--- src/hdl/fcpt_pkg.sv ---
// Shared types, codes and constants for the four-channel PWM timer.
package fcpt_pkg;

    localparam int DEF_COUNT_WIDTH  = 16;
    localparam int DEF_NUM_CHANNELS = 4;

    localparam int REG_WIDTH   = 16;    // reload register width
    localparam int DIV_WIDTH   = 17;    // prescale_div register width
    localparam int PCNT_WIDTH  = 16;    // prescaler counter width
    localparam int PWM_WIDTH   = 4;
    localparam int PCT_WIDTH   = 7;     // enough for 0..100
    localparam int PROD_WIDTH  = REG_WIDTH + PCT_WIDTH;

    // floor(p / 100) == (p * RECIP_100) >> RECIP_SHIFT, exact for p < 2**23
    localparam int RECIP_SHIFT = 30;
    localparam int RECIP_WIDTH = 24;
    localparam logic [RECIP_WIDTH-1:0] RECIP_100 = 24'd10737419;
    localparam int QPROD_WIDTH = PROD_WIDTH + RECIP_WIDTH;

    localparam logic [REG_WIDTH-1:0] DUTY_FULL = 16'd100;

    localparam logic [DIV_WIDTH-1:0] DIV_MIN = 17'd1;
    localparam logic [DIV_WIDTH-1:0] DIV_MAX = 17'd65536;

    // command codes
    localparam logic [1:0] CMD_TICK        = 2'd0;
    localparam logic [1:0] CMD_SET_COMPARE = 2'd1;
    localparam logic [1:0] CMD_SET_DUTY    = 2'd2;

    // configuration register indexes
    localparam logic CFG_PRESCALE_DIV = 1'b0;
    localparam logic CFG_RELOAD       = 1'b1;

    typedef enum logic [1:0] {
        ST_OK          = 2'd0,
        ST_BAD_DUTY    = 2'd1,
        ST_BAD_COMPARE = 2'd2
    } t_status;

    // what an item does to the timer state
    typedef enum logic [1:0] {
        OP_NONE = 2'd0,
        OP_TICK = 2'd1,
        OP_LOAD = 2'd2
    } t_op;

    typedef struct packed {
        logic [1:0]  cmd;
        logic [1:0]  channel;
        logic [15:0] value;
    } t_in_item;

    typedef struct packed {
        logic [3:0] pwm_out;
        logic [1:0] status;
    } t_out_item;

    typedef struct packed {
        t_op        op;
        logic [1:0] channel;
        t_status    status;
    } t_upd;

    typedef struct packed {
        logic s1;
        logic s2;
        logic s3;
    } t_stage_en;

endpackage

--- src/hdl/fcpt_front.sv ---
// Front pipeline: command decode, range checks and duty-to-compare arithmetic.
module fcpt_front import fcpt_pkg::*; #(
    parameter int COUNT_WIDTH  = DEF_COUNT_WIDTH,
    parameter int NUM_CHANNELS = DEF_NUM_CHANNELS
) (
    input  logic                   i_clk,
    input  t_stage_en              i_en,
    input  t_in_item               i_item,
    input  logic [REG_WIDTH-1:0]   i_reload,
    output t_upd                   o_upd,
    output logic [COUNT_WIDTH-1:0] o_cmp_val
);

    // stage 1
    t_in_item r_s1;

    logic                  s1_ch_ok;
    logic                  s1_is_cmp;
    logic                  s1_is_duty;
    t_op                   s1_op;
    t_status               s1_status;
    logic [PROD_WIDTH-1:0] s1_prod;

    always_ff @(posedge i_clk) begin
        if (i_en.s1) begin
            r_s1 <= i_item;
        end
    end

    assign s1_ch_ok   = 32'(r_s1.channel) < NUM_CHANNELS;
    assign s1_is_cmp  = (r_s1.cmd == CMD_SET_COMPARE) && s1_ch_ok;
    assign s1_is_duty = (r_s1.cmd == CMD_SET_DUTY) && s1_ch_ok;
    assign s1_prod    = PROD_WIDTH'(i_reload) * PROD_WIDTH'(r_s1.value[PCT_WIDTH-1:0]);

    always_comb begin
        s1_op     = OP_NONE;
        s1_status = ST_OK;
        if (r_s1.cmd == CMD_TICK) begin
            s1_op = OP_TICK;
        end else if (s1_is_cmp) begin
            if (r_s1.value > i_reload) begin
                s1_status = ST_BAD_COMPARE;
            end else begin
                s1_op = OP_LOAD;
            end
        end else if (s1_is_duty) begin
            if (r_s1.value > DUTY_FULL) begin
                s1_status = ST_BAD_DUTY;
            end else begin
                s1_op = OP_LOAD;
            end
        end
    end

    // stage 2
    t_upd                   r_s2_upd;
    logic                   r_s2_duty;
    logic [REG_WIDTH-1:0]   r_s2_val;
    logic [PROD_WIDTH-1:0]  r_s2_prod;

    logic [QPROD_WIDTH-1:0] s2_qprod;
    logic [REG_WIDTH-1:0]   s2_quot;
    logic [REG_WIDTH-1:0]   s2_sel;

    always_ff @(posedge i_clk) begin
        if (i_en.s2) begin
            r_s2_upd.op      <= s1_op;
            r_s2_upd.channel <= r_s1.channel;
            r_s2_upd.status  <= s1_status;
            r_s2_duty        <= s1_is_duty;
            r_s2_val         <= r_s1.value;
            r_s2_prod        <= s1_prod;
        end
    end

    assign s2_qprod = QPROD_WIDTH'(r_s2_prod) * QPROD_WIDTH'(RECIP_100);
    assign s2_quot  = s2_qprod[RECIP_SHIFT +: REG_WIDTH];
    assign s2_sel   = r_s2_duty ? s2_quot : r_s2_val;

    // stage 3
    t_upd                   r_s3_upd;
    logic [COUNT_WIDTH-1:0] r_s3_cmp;

    always_ff @(posedge i_clk) begin
        if (i_en.s3) begin
            r_s3_upd <= r_s2_upd;
            r_s3_cmp <= COUNT_WIDTH'(s2_sel);
        end
    end

    assign o_upd     = r_s3_upd;
    assign o_cmp_val = r_s3_cmp;

endmodule

--- src/hdl/fcpt_core.sv ---
// Timer state: prescaler, main counter, compare preloads and active compares.
module fcpt_core import fcpt_pkg::*; #(
    parameter int COUNT_WIDTH  = DEF_COUNT_WIDTH,
    parameter int NUM_CHANNELS = DEF_NUM_CHANNELS
) (
    input  logic                   i_clk,
    input  logic                   i_rst_n,
    input  logic                   i_fire,
    input  t_upd                   i_upd,
    input  logic [COUNT_WIDTH-1:0] i_cmp_val,
    input  logic [DIV_WIDTH-1:0]   i_prescale_div,
    input  logic [REG_WIDTH-1:0]   i_reload,
    output logic [PWM_WIDTH-1:0]   o_pwm
);

    localparam int CMP_W = (COUNT_WIDTH > REG_WIDTH) ? COUNT_WIDTH : REG_WIDTH;

    logic [PCNT_WIDTH-1:0]  r_pcount, n_pcount;
    logic [COUNT_WIDTH-1:0] r_main,   n_main;
    logic [COUNT_WIDTH-1:0] r_preload [NUM_CHANNELS];
    logic [COUNT_WIDTH-1:0] n_preload [NUM_CHANNELS];
    logic [COUNT_WIDTH-1:0] r_active  [NUM_CHANNELS];
    logic [COUNT_WIDTH-1:0] n_active  [NUM_CHANNELS];

    logic [DIV_WIDTH-1:0]   eff_div;
    logic [DIV_WIDTH-1:0]   pc_inc;
    logic                   at_top;

    // zero acts as one, anything past the prescaler range saturates
    always_comb begin
        if (i_prescale_div == '0) begin
            eff_div = DIV_MIN;
        end else if (i_prescale_div > DIV_MAX) begin
            eff_div = DIV_MAX;
        end else begin
            eff_div = i_prescale_div;
        end
    end

    assign pc_inc = DIV_WIDTH'(r_pcount) + DIV_WIDTH'(1);
    assign at_top = CMP_W'(r_main) >= CMP_W'(i_reload);

    always_comb begin
        n_pcount = r_pcount;
        n_main   = r_main;
        if (i_fire) begin
            case (i_upd.op)
                OP_TICK: begin
                    if (pc_inc >= eff_div) begin
                        n_pcount = '0;
                        n_main   = at_top ? '0 : r_main + COUNT_WIDTH'(1);
                    end else begin
                        n_pcount = pc_inc[PCNT_WIDTH-1:0];
                    end
                end
                OP_LOAD: begin
                    n_pcount = '0;
                    n_main   = '0;
                end
                default: begin
                end
            endcase
        end
    end

    always_ff @(posedge i_clk) begin
        if (!i_rst_n) begin
            r_pcount <= '0;
            r_main   <= '0;
        end else begin
            r_pcount <= n_pcount;
            r_main   <= n_main;
        end
    end

    genvar g;
    generate
        for (g = 0; g < NUM_CHANNELS; g++) begin : g_chan
            logic load_here;
            logic update_evt;

            assign update_evt = i_fire && (i_upd.op == OP_LOAD);
            assign load_here  = update_evt && (i_upd.channel == 2'(g));

            always_comb begin
                n_preload[g] = load_here ? i_cmp_val : r_preload[g];
                n_active[g]  = update_evt ? n_preload[g] : r_active[g];
            end

            always_ff @(posedge i_clk) begin
                if (!i_rst_n) begin
                    r_preload[g] <= '0;
                    r_active[g]  <= '0;
                end else begin
                    r_preload[g] <= n_preload[g];
                    r_active[g]  <= n_active[g];
                end
            end
        end

        for (g = 0; g < PWM_WIDTH; g++) begin : g_pwm
            if (g < NUM_CHANNELS) begin : g_on
                assign o_pwm[g] = r_main < r_active[g];
            end else begin : g_off
                assign o_pwm[g] = 1'b0;
            end
        end
    endgenerate

endmodule

--- src/hdl/four_channel_pwm_timer.sv ---
// Top level of the four-channel edge-aligned PWM timer.
//
// Usage:
//   Input channel (i_in_valid / o_in_ready / i_in_data) carries commands:
//   a tick advances the prescaler and main counter, set-compare and
//   set-duty write a channel's preload and then force an update event
//   (counters clear, all preloads copied to the active compares).
//   Output channel (o_out_valid / i_out_ready / o_out_data) returns one
//   result per command: the PWM bits after that command and a status code.
//   Configuration (prescale_div, reload) is written through i_cfg_* while
//   the block is idle; writes take effect at once.
// Timing:
//   One transfer per cycle is sustained while i_out_ready is high. The
//   duty path sets the depth: reload*percent is multiplied in stage 1,
//   divided by 100 with a reciprocal multiply in stage 2, and the timer
//   state is updated as an item leaves stage 3.
// Reset (i_rst_n low, synchronous): pipeline empties, counters and
//   compares clear, prescale_div = 1, reload = 65535.
// Stall: when i_out_ready is low the result holds; upstream stages keep
//   filling until all are full, then o_in_ready drops.
module four_channel_pwm_timer import fcpt_pkg::*; #(
    parameter int COUNT_WIDTH  = DEF_COUNT_WIDTH,
    parameter int NUM_CHANNELS = DEF_NUM_CHANNELS
) (
    input  logic                 i_clk,
    input  logic                 i_rst_n,
    // command input
    input  logic                 i_in_valid,
    output logic                 o_in_ready,
    input  t_in_item             i_in_data,
    // result output
    output logic                 o_out_valid,
    input  logic                 i_out_ready,
    output t_out_item            o_out_data,
    // configuration writes
    input  logic                 i_cfg_we,
    input  logic                 i_cfg_index,
    input  logic [DIV_WIDTH-1:0] i_cfg_data
);

    // configuration registers
    logic [DIV_WIDTH-1:0] r_prescale_div;
    logic [REG_WIDTH-1:0] r_reload;

    always_ff @(posedge i_clk) begin
        if (!i_rst_n) begin
            r_prescale_div <= DIV_MIN;
            r_reload       <= '1;
        end else if (i_cfg_we) begin
            case (i_cfg_index)
                CFG_PRESCALE_DIV: r_prescale_div <= i_cfg_data;
                CFG_RELOAD:       r_reload       <= i_cfg_data[REG_WIDTH-1:0];
                default: begin
                end
            endcase
        end
    end

    // pipeline occupancy; each stage moves when the next one has room
    logic      r_v1, r_v2, r_v3, r_v4;
    logic      s1_ready, s2_ready, s3_ready, s4_ready;
    logic      fire;
    t_stage_en stage_en;

    assign s4_ready = !r_v4 || i_out_ready;
    assign s3_ready = !r_v3 || s4_ready;
    assign s2_ready = !r_v2 || s3_ready;
    assign s1_ready = !r_v1 || s2_ready;

    assign stage_en.s1 = s1_ready && i_in_valid;
    assign stage_en.s2 = s2_ready && r_v1;
    assign stage_en.s3 = s3_ready && r_v2;
    assign fire        = s4_ready && r_v3;   // state update point

    always_ff @(posedge i_clk) begin
        if (!i_rst_n) begin
            r_v1 <= 1'b0;
            r_v2 <= 1'b0;
            r_v3 <= 1'b0;
            r_v4 <= 1'b0;
        end else begin
            if (s1_ready) r_v1 <= i_in_valid;
            if (s2_ready) r_v2 <= r_v1;
            if (s3_ready) r_v3 <= r_v2;
            if (s4_ready) r_v4 <= r_v3;
        end
    end

    t_upd                   upd;
    logic [COUNT_WIDTH-1:0] cmp_val;
    logic [PWM_WIDTH-1:0]   pwm;

    fcpt_front #(
        .COUNT_WIDTH  (COUNT_WIDTH),
        .NUM_CHANNELS (NUM_CHANNELS)
    ) u_front (
        .i_clk     (i_clk),
        .i_en      (stage_en),
        .i_item    (i_in_data),
        .i_reload  (r_reload),
        .o_upd     (upd),
        .o_cmp_val (cmp_val)
    );

    fcpt_core #(
        .COUNT_WIDTH  (COUNT_WIDTH),
        .NUM_CHANNELS (NUM_CHANNELS)
    ) u_core (
        .i_clk          (i_clk),
        .i_rst_n        (i_rst_n),
        .i_fire         (fire),
        .i_upd          (upd),
        .i_cmp_val      (cmp_val),
        .i_prescale_div (r_prescale_div),
        .i_reload       (r_reload),
        .o_pwm          (pwm)
    );

    // result register: status is latched here, PWM bits come from the
    // state registers, which hold while this result waits
    t_status r_status;

    always_ff @(posedge i_clk) begin
        if (fire) begin
            r_status <= upd.status;
        end
    end

    assign o_in_ready         = s1_ready;
    assign o_out_valid        = r_v4;
    assign o_out_data.pwm_out = pwm;
    assign o_out_data.status  = r_status;

endmodule

--- config.mk ---
export PLATFORM = sky130hd
export DESIGN_NAME = four_channel_pwm_timer
export DESIGN_NICKNAME = d
export VERILOG_FILES = /design/src/hdl/fcpt_pkg.sv /design/src/hdl/fcpt_front.sv /design/src/hdl/fcpt_core.sv /design/src/hdl/four_channel_pwm_timer.sv
export SDC_FILE = /design/constraint.sdc
export NUM_CORES = 1
export LEC_CHECK = 0
export ABC_AREA = 0
export ABC_CLOCK_PERIOD_IN_PS = 15100
export CAP_MARGIN = 10
export CORE_MARGIN = 4
export CORE_UTILIZATION = 45
export CTS_CLUSTER_DIAMETER = 80
export CTS_CLUSTER_SIZE = 14
export DETAILED_ROUTE_END_ITERATION = 7
export DONT_BUFFER_PORTS = 1
export PLACE_DENSITY_LB_ADDON = 0.3
export SLEW_MARGIN = 10
export SYNTH_ARGS = -nofsm -noshare
export SYNTH_HDL_FRONTEND = slang
export SYNTH_HIERARCHICAL = 1
export SYNTH_SLANG_ARGS = --single-unit
--- constraint.sdc ---
create_clock -name i_clk -period 15.1 [get_ports i_clk]
set_input_delay 2.265 -clock i_clk [delete_from_list [all_inputs] [get_ports i_clk]]
set_output_delay 2.265 -clock i_clk [all_outputs]
set_load 0.05 [all_outputs]
==> results_dict.tcl <==
set metrics [dict create \
    initial_core_util 0.458 \
    overflow 0 \
    cpPeakStageDelay_ns 0.55 \
    final_max_slew_viol_count 0 \
    grt_max_degree 125 \
    dieArea_sq_um 61800 \
    max-cap-violations 0 \
    clkTransAtPathRegs_ns 0.07 \
    fin_cells 3401 \
    worstPathMaxFanout 7 \
    num_vias 18500 \
    mostFrequentLayoutCells "474 x inv_1, 401 x ha_1, 263 x fa_1" \
    path_class "flip-flop to flip-flop" \
    synthesis.area_sq_um 26000 \
    cp_num_buf_inv 6 \
    tns_ns 0 \
    cts_resized 0 \
    fin_nets 3335 \
    die_w_um 249 \
    yosysSeqAreaShare 0.255 \
    rows 87 \
    reg2reg_depth 22 \
    period_needed_ns 6.86 \
    fin_crit_sh 0.454 \
    numClockSinks 287 \
    cts_setup_buffers 0 \
    worst_ep_required_time_ns 15.43 \
    cpMostUsedCell "fa_1" \
    dp_cells 3353 \
    cts_buffer_depth 3 \
    cts_root_buf "clkbuf_16" \
    place.gp.congestion 0.959 \
    port_buffers 0 \
    dieHeight_um 249 \
    grt_pass1_vias 19400 \
    cts_made_buffers 28 \
    reg2reg_to "u_front/o_cmp_val[3]" \
    drtAntennaViolNets 0 \
    reg2reg_setup_slack_ns 8.24 \
    crit_path_end_kind "flip-flop" \
    worstSkewPairLatency_ns 0.60 \
    crit_family "adder cells" \
    final_common_cell "inv_1" \
    outcome "finished clean" \
    antenna_found_initial 5 \
    slew_headroom 0.220 \
    synthArstFlopShare 0 \
    ys.flop_type "dfxtp_1" \
    fmax_mhz 146 \
    worst_slew_pin_slew_ns 1.17 \
    r2r_start "u_front/r_s2_prod[6]" \
    crit_path_end "u_front/o_cmp_val[3]" \
    design.portCount 51 \
    post-dp-hpwl_um 53300 \
    ctsHoldBuffers 0 \
    first_pass_iters 5 \
    crit_cells 22 \
    yosys_warnings 6 \
    syn_nets 3365 \
    grt_use_total 0.214 \
    htreeDepth 1 \
    synth_edf_count 90 \
    critPathSlowestCell "fa_1" \
    drt_iter0_drc 1218 \
    remaining_drc_errors 0 \
    tritoncts "yes" \
    critical_path.cell_chain "inv_1, fa_1, inv_1, fa_1, inv_1, fa_1, fa_1, inv_1, fa_1, fa_1, inv_1, fa_1, inv_1, ha_1, nand2_1, nor4_2, nand4_1, o221ai_1, nor2_1, o21ai_1, xor2_1, mux2_2" \
    ys_types 86 \
    grt_pass1_wl_um 106000 \
    rsz0062_at_grt "false" \
    synth_seq_cells 287 \
    worstSetupStartpointType "flip-flop" \
    design.core.area_sq_um 56800 \
    critPathLaunch "u_front/r_s2_prod[6]" \
    synth_area_per_cell_sq_um 9.80 \
    avgViaCountPerCell 5.45 \
    timing.critical_path.arrival_ns 7.19 \
    area_growth_pct 6.11 \
    syn_inst 2658 \
    worst_clock_skew_ns 0.0295 \
    wl_per_cell_um 19.5 \
    fillCellCount 5299 \
    finalHoldViolCount 0 \
    totalWireLength_um 66400 \
    hp-class "flip-flop to flip-flop" \
    setup_viol 0 \
    drive_gt1_frac 0.0420 \
]
==> sequential cells by signal (all words and copies together) (netlist names) <==
name               cells
u_front/r_s2_duty      1
u_front/r_s2_upd       6
r_v1                   1
u_core/r_main         16
u_front/o_cmp_val     16
r_prescale_div        17
r_reload              16
u_core/r_active       64
u_front/r_s2_prod     23
u_front/r_s2_val      16
u_core/r_pcount       16
r_status               2
r_v3                   1
u_front/r_s1          20
u_front/o_upd          6
u_core/r_preload      64
r_v2                   1
o_out_valid            1
==> worst min-delay path by stage <==
stage,startpoint,end,slack [ns],depth (start not counted)
after floorplan,u_front/o_upd[0],r_status[0],0.40,0
after global placement,u_front/o_upd[1],r_status[1],0.40,0
after detailed placement,u_front/r_s1[17],u_front/r_s2_upd[3],0.40,0
after CTS,u_front/r_s1[17],u_front/r_s2_upd[3],0.42,0
after global routing,u_front/r_s1[17],u_front/r_s2_upd[3],0.42,0
final,u_front/r_s1[17],u_front/r_s2_upd[3],0.42,0
==> area by class of cell <==
type	count	area (sq um)	share of cell area
diodes	1	2.50	0.0000906
clock buffers	37	734	0.0266
clock inverters	9	136	0.00494
flip-flops and latches	287	6650	0.241
repair buffers	11	103	0.00371
inverters	475	1790	0.0646
well taps	756	946	0.0342
multi-input cells	1825	17300	0.625
==> logic make-up (layout without fill, tap and decap cells) <==
group | count (synthesis) | count (layout) | synth area share
adders and majority gates | 664 | 664 | 0.395
muxes | 77 | 77 | 0.0302
buffers and inverters | 546 | 532 | 0.0821
other | 0 | 1 | 0
DFF | 287 | 287 | 0.255
and+or+nand+nor | 659 | 659 | 0.118
AOI/OAI and AO/OA | 373 | 373 | 0.102
xor gates and xnor gates | 52 | 52 | 0.0175
==> stage by stage <==
stage                     hold slack (ns)  worst slack, ns  cell area [sq um]   util
final                               0.421             8.24              27600  0.486
after global routing                0.424             7.92              27600  0.486
after CTS                           0.420             8.25              27600  0.486
after detailed placement            0.405             8.27              26700  0.470
after global placement              0.402             8.35              26700  0.470
after floorplan                     0.400             8.78              26000      -
==> cell usage after synthesis, drive strengths merged, types with 28 or more instances <==
cell,n,share of area
a21o,47,0.014
edfxtp,90,0.10
nand4,35,0.0096
a21oi,87,0.018
nand3,49,0.0098
mux2i,64,0.025
xnor2,32,0.011
inv,474,0.068
fa,263,0.20
a211oi,76,0.022
ha,401,0.19
nand2,234,0.034
clkbuf,45,0.0065
nor2,195,0.028
dfxtp,197,0.15
nor3,28,0.0058
o21ai,54,0.011
==> metal layers <==
layer,track usage,share of wire,vias to the layer above
met2,0.342,0.44,486
met5,0,0.00092,-
met3,0.0408,0.063,125
met1,0.296,0.46,9119
li1,-,-,8783
met4,0.0686,0.036,8
==> worst reg2reg max path: stages (launching register included) <==
cell	delay, ns
edfxtp_1	0.53
inv_1	0.15
fa_1	0.52
inv_1	0.09
fa_1	0.51
inv_1	0.05
fa_1	0.49
fa_1	0.52
inv_1	0.05
fa_1	0.46
fa_1	0.55
inv_1	0.06
fa_1	0.54
inv_1	0.04
ha_1	0.30
nand2_1	0.16
nor4_2	0.36
nand4_1	0.15
o221ai_1	0.40
nor2_1	0.15
o21ai_1	0.17
xor2_1	0.09
mux2_2	0.27
Power is left out: the tool's default activity adds up to more than one toggle a clock period on the data nets, which glitch-free logic cannot reach.
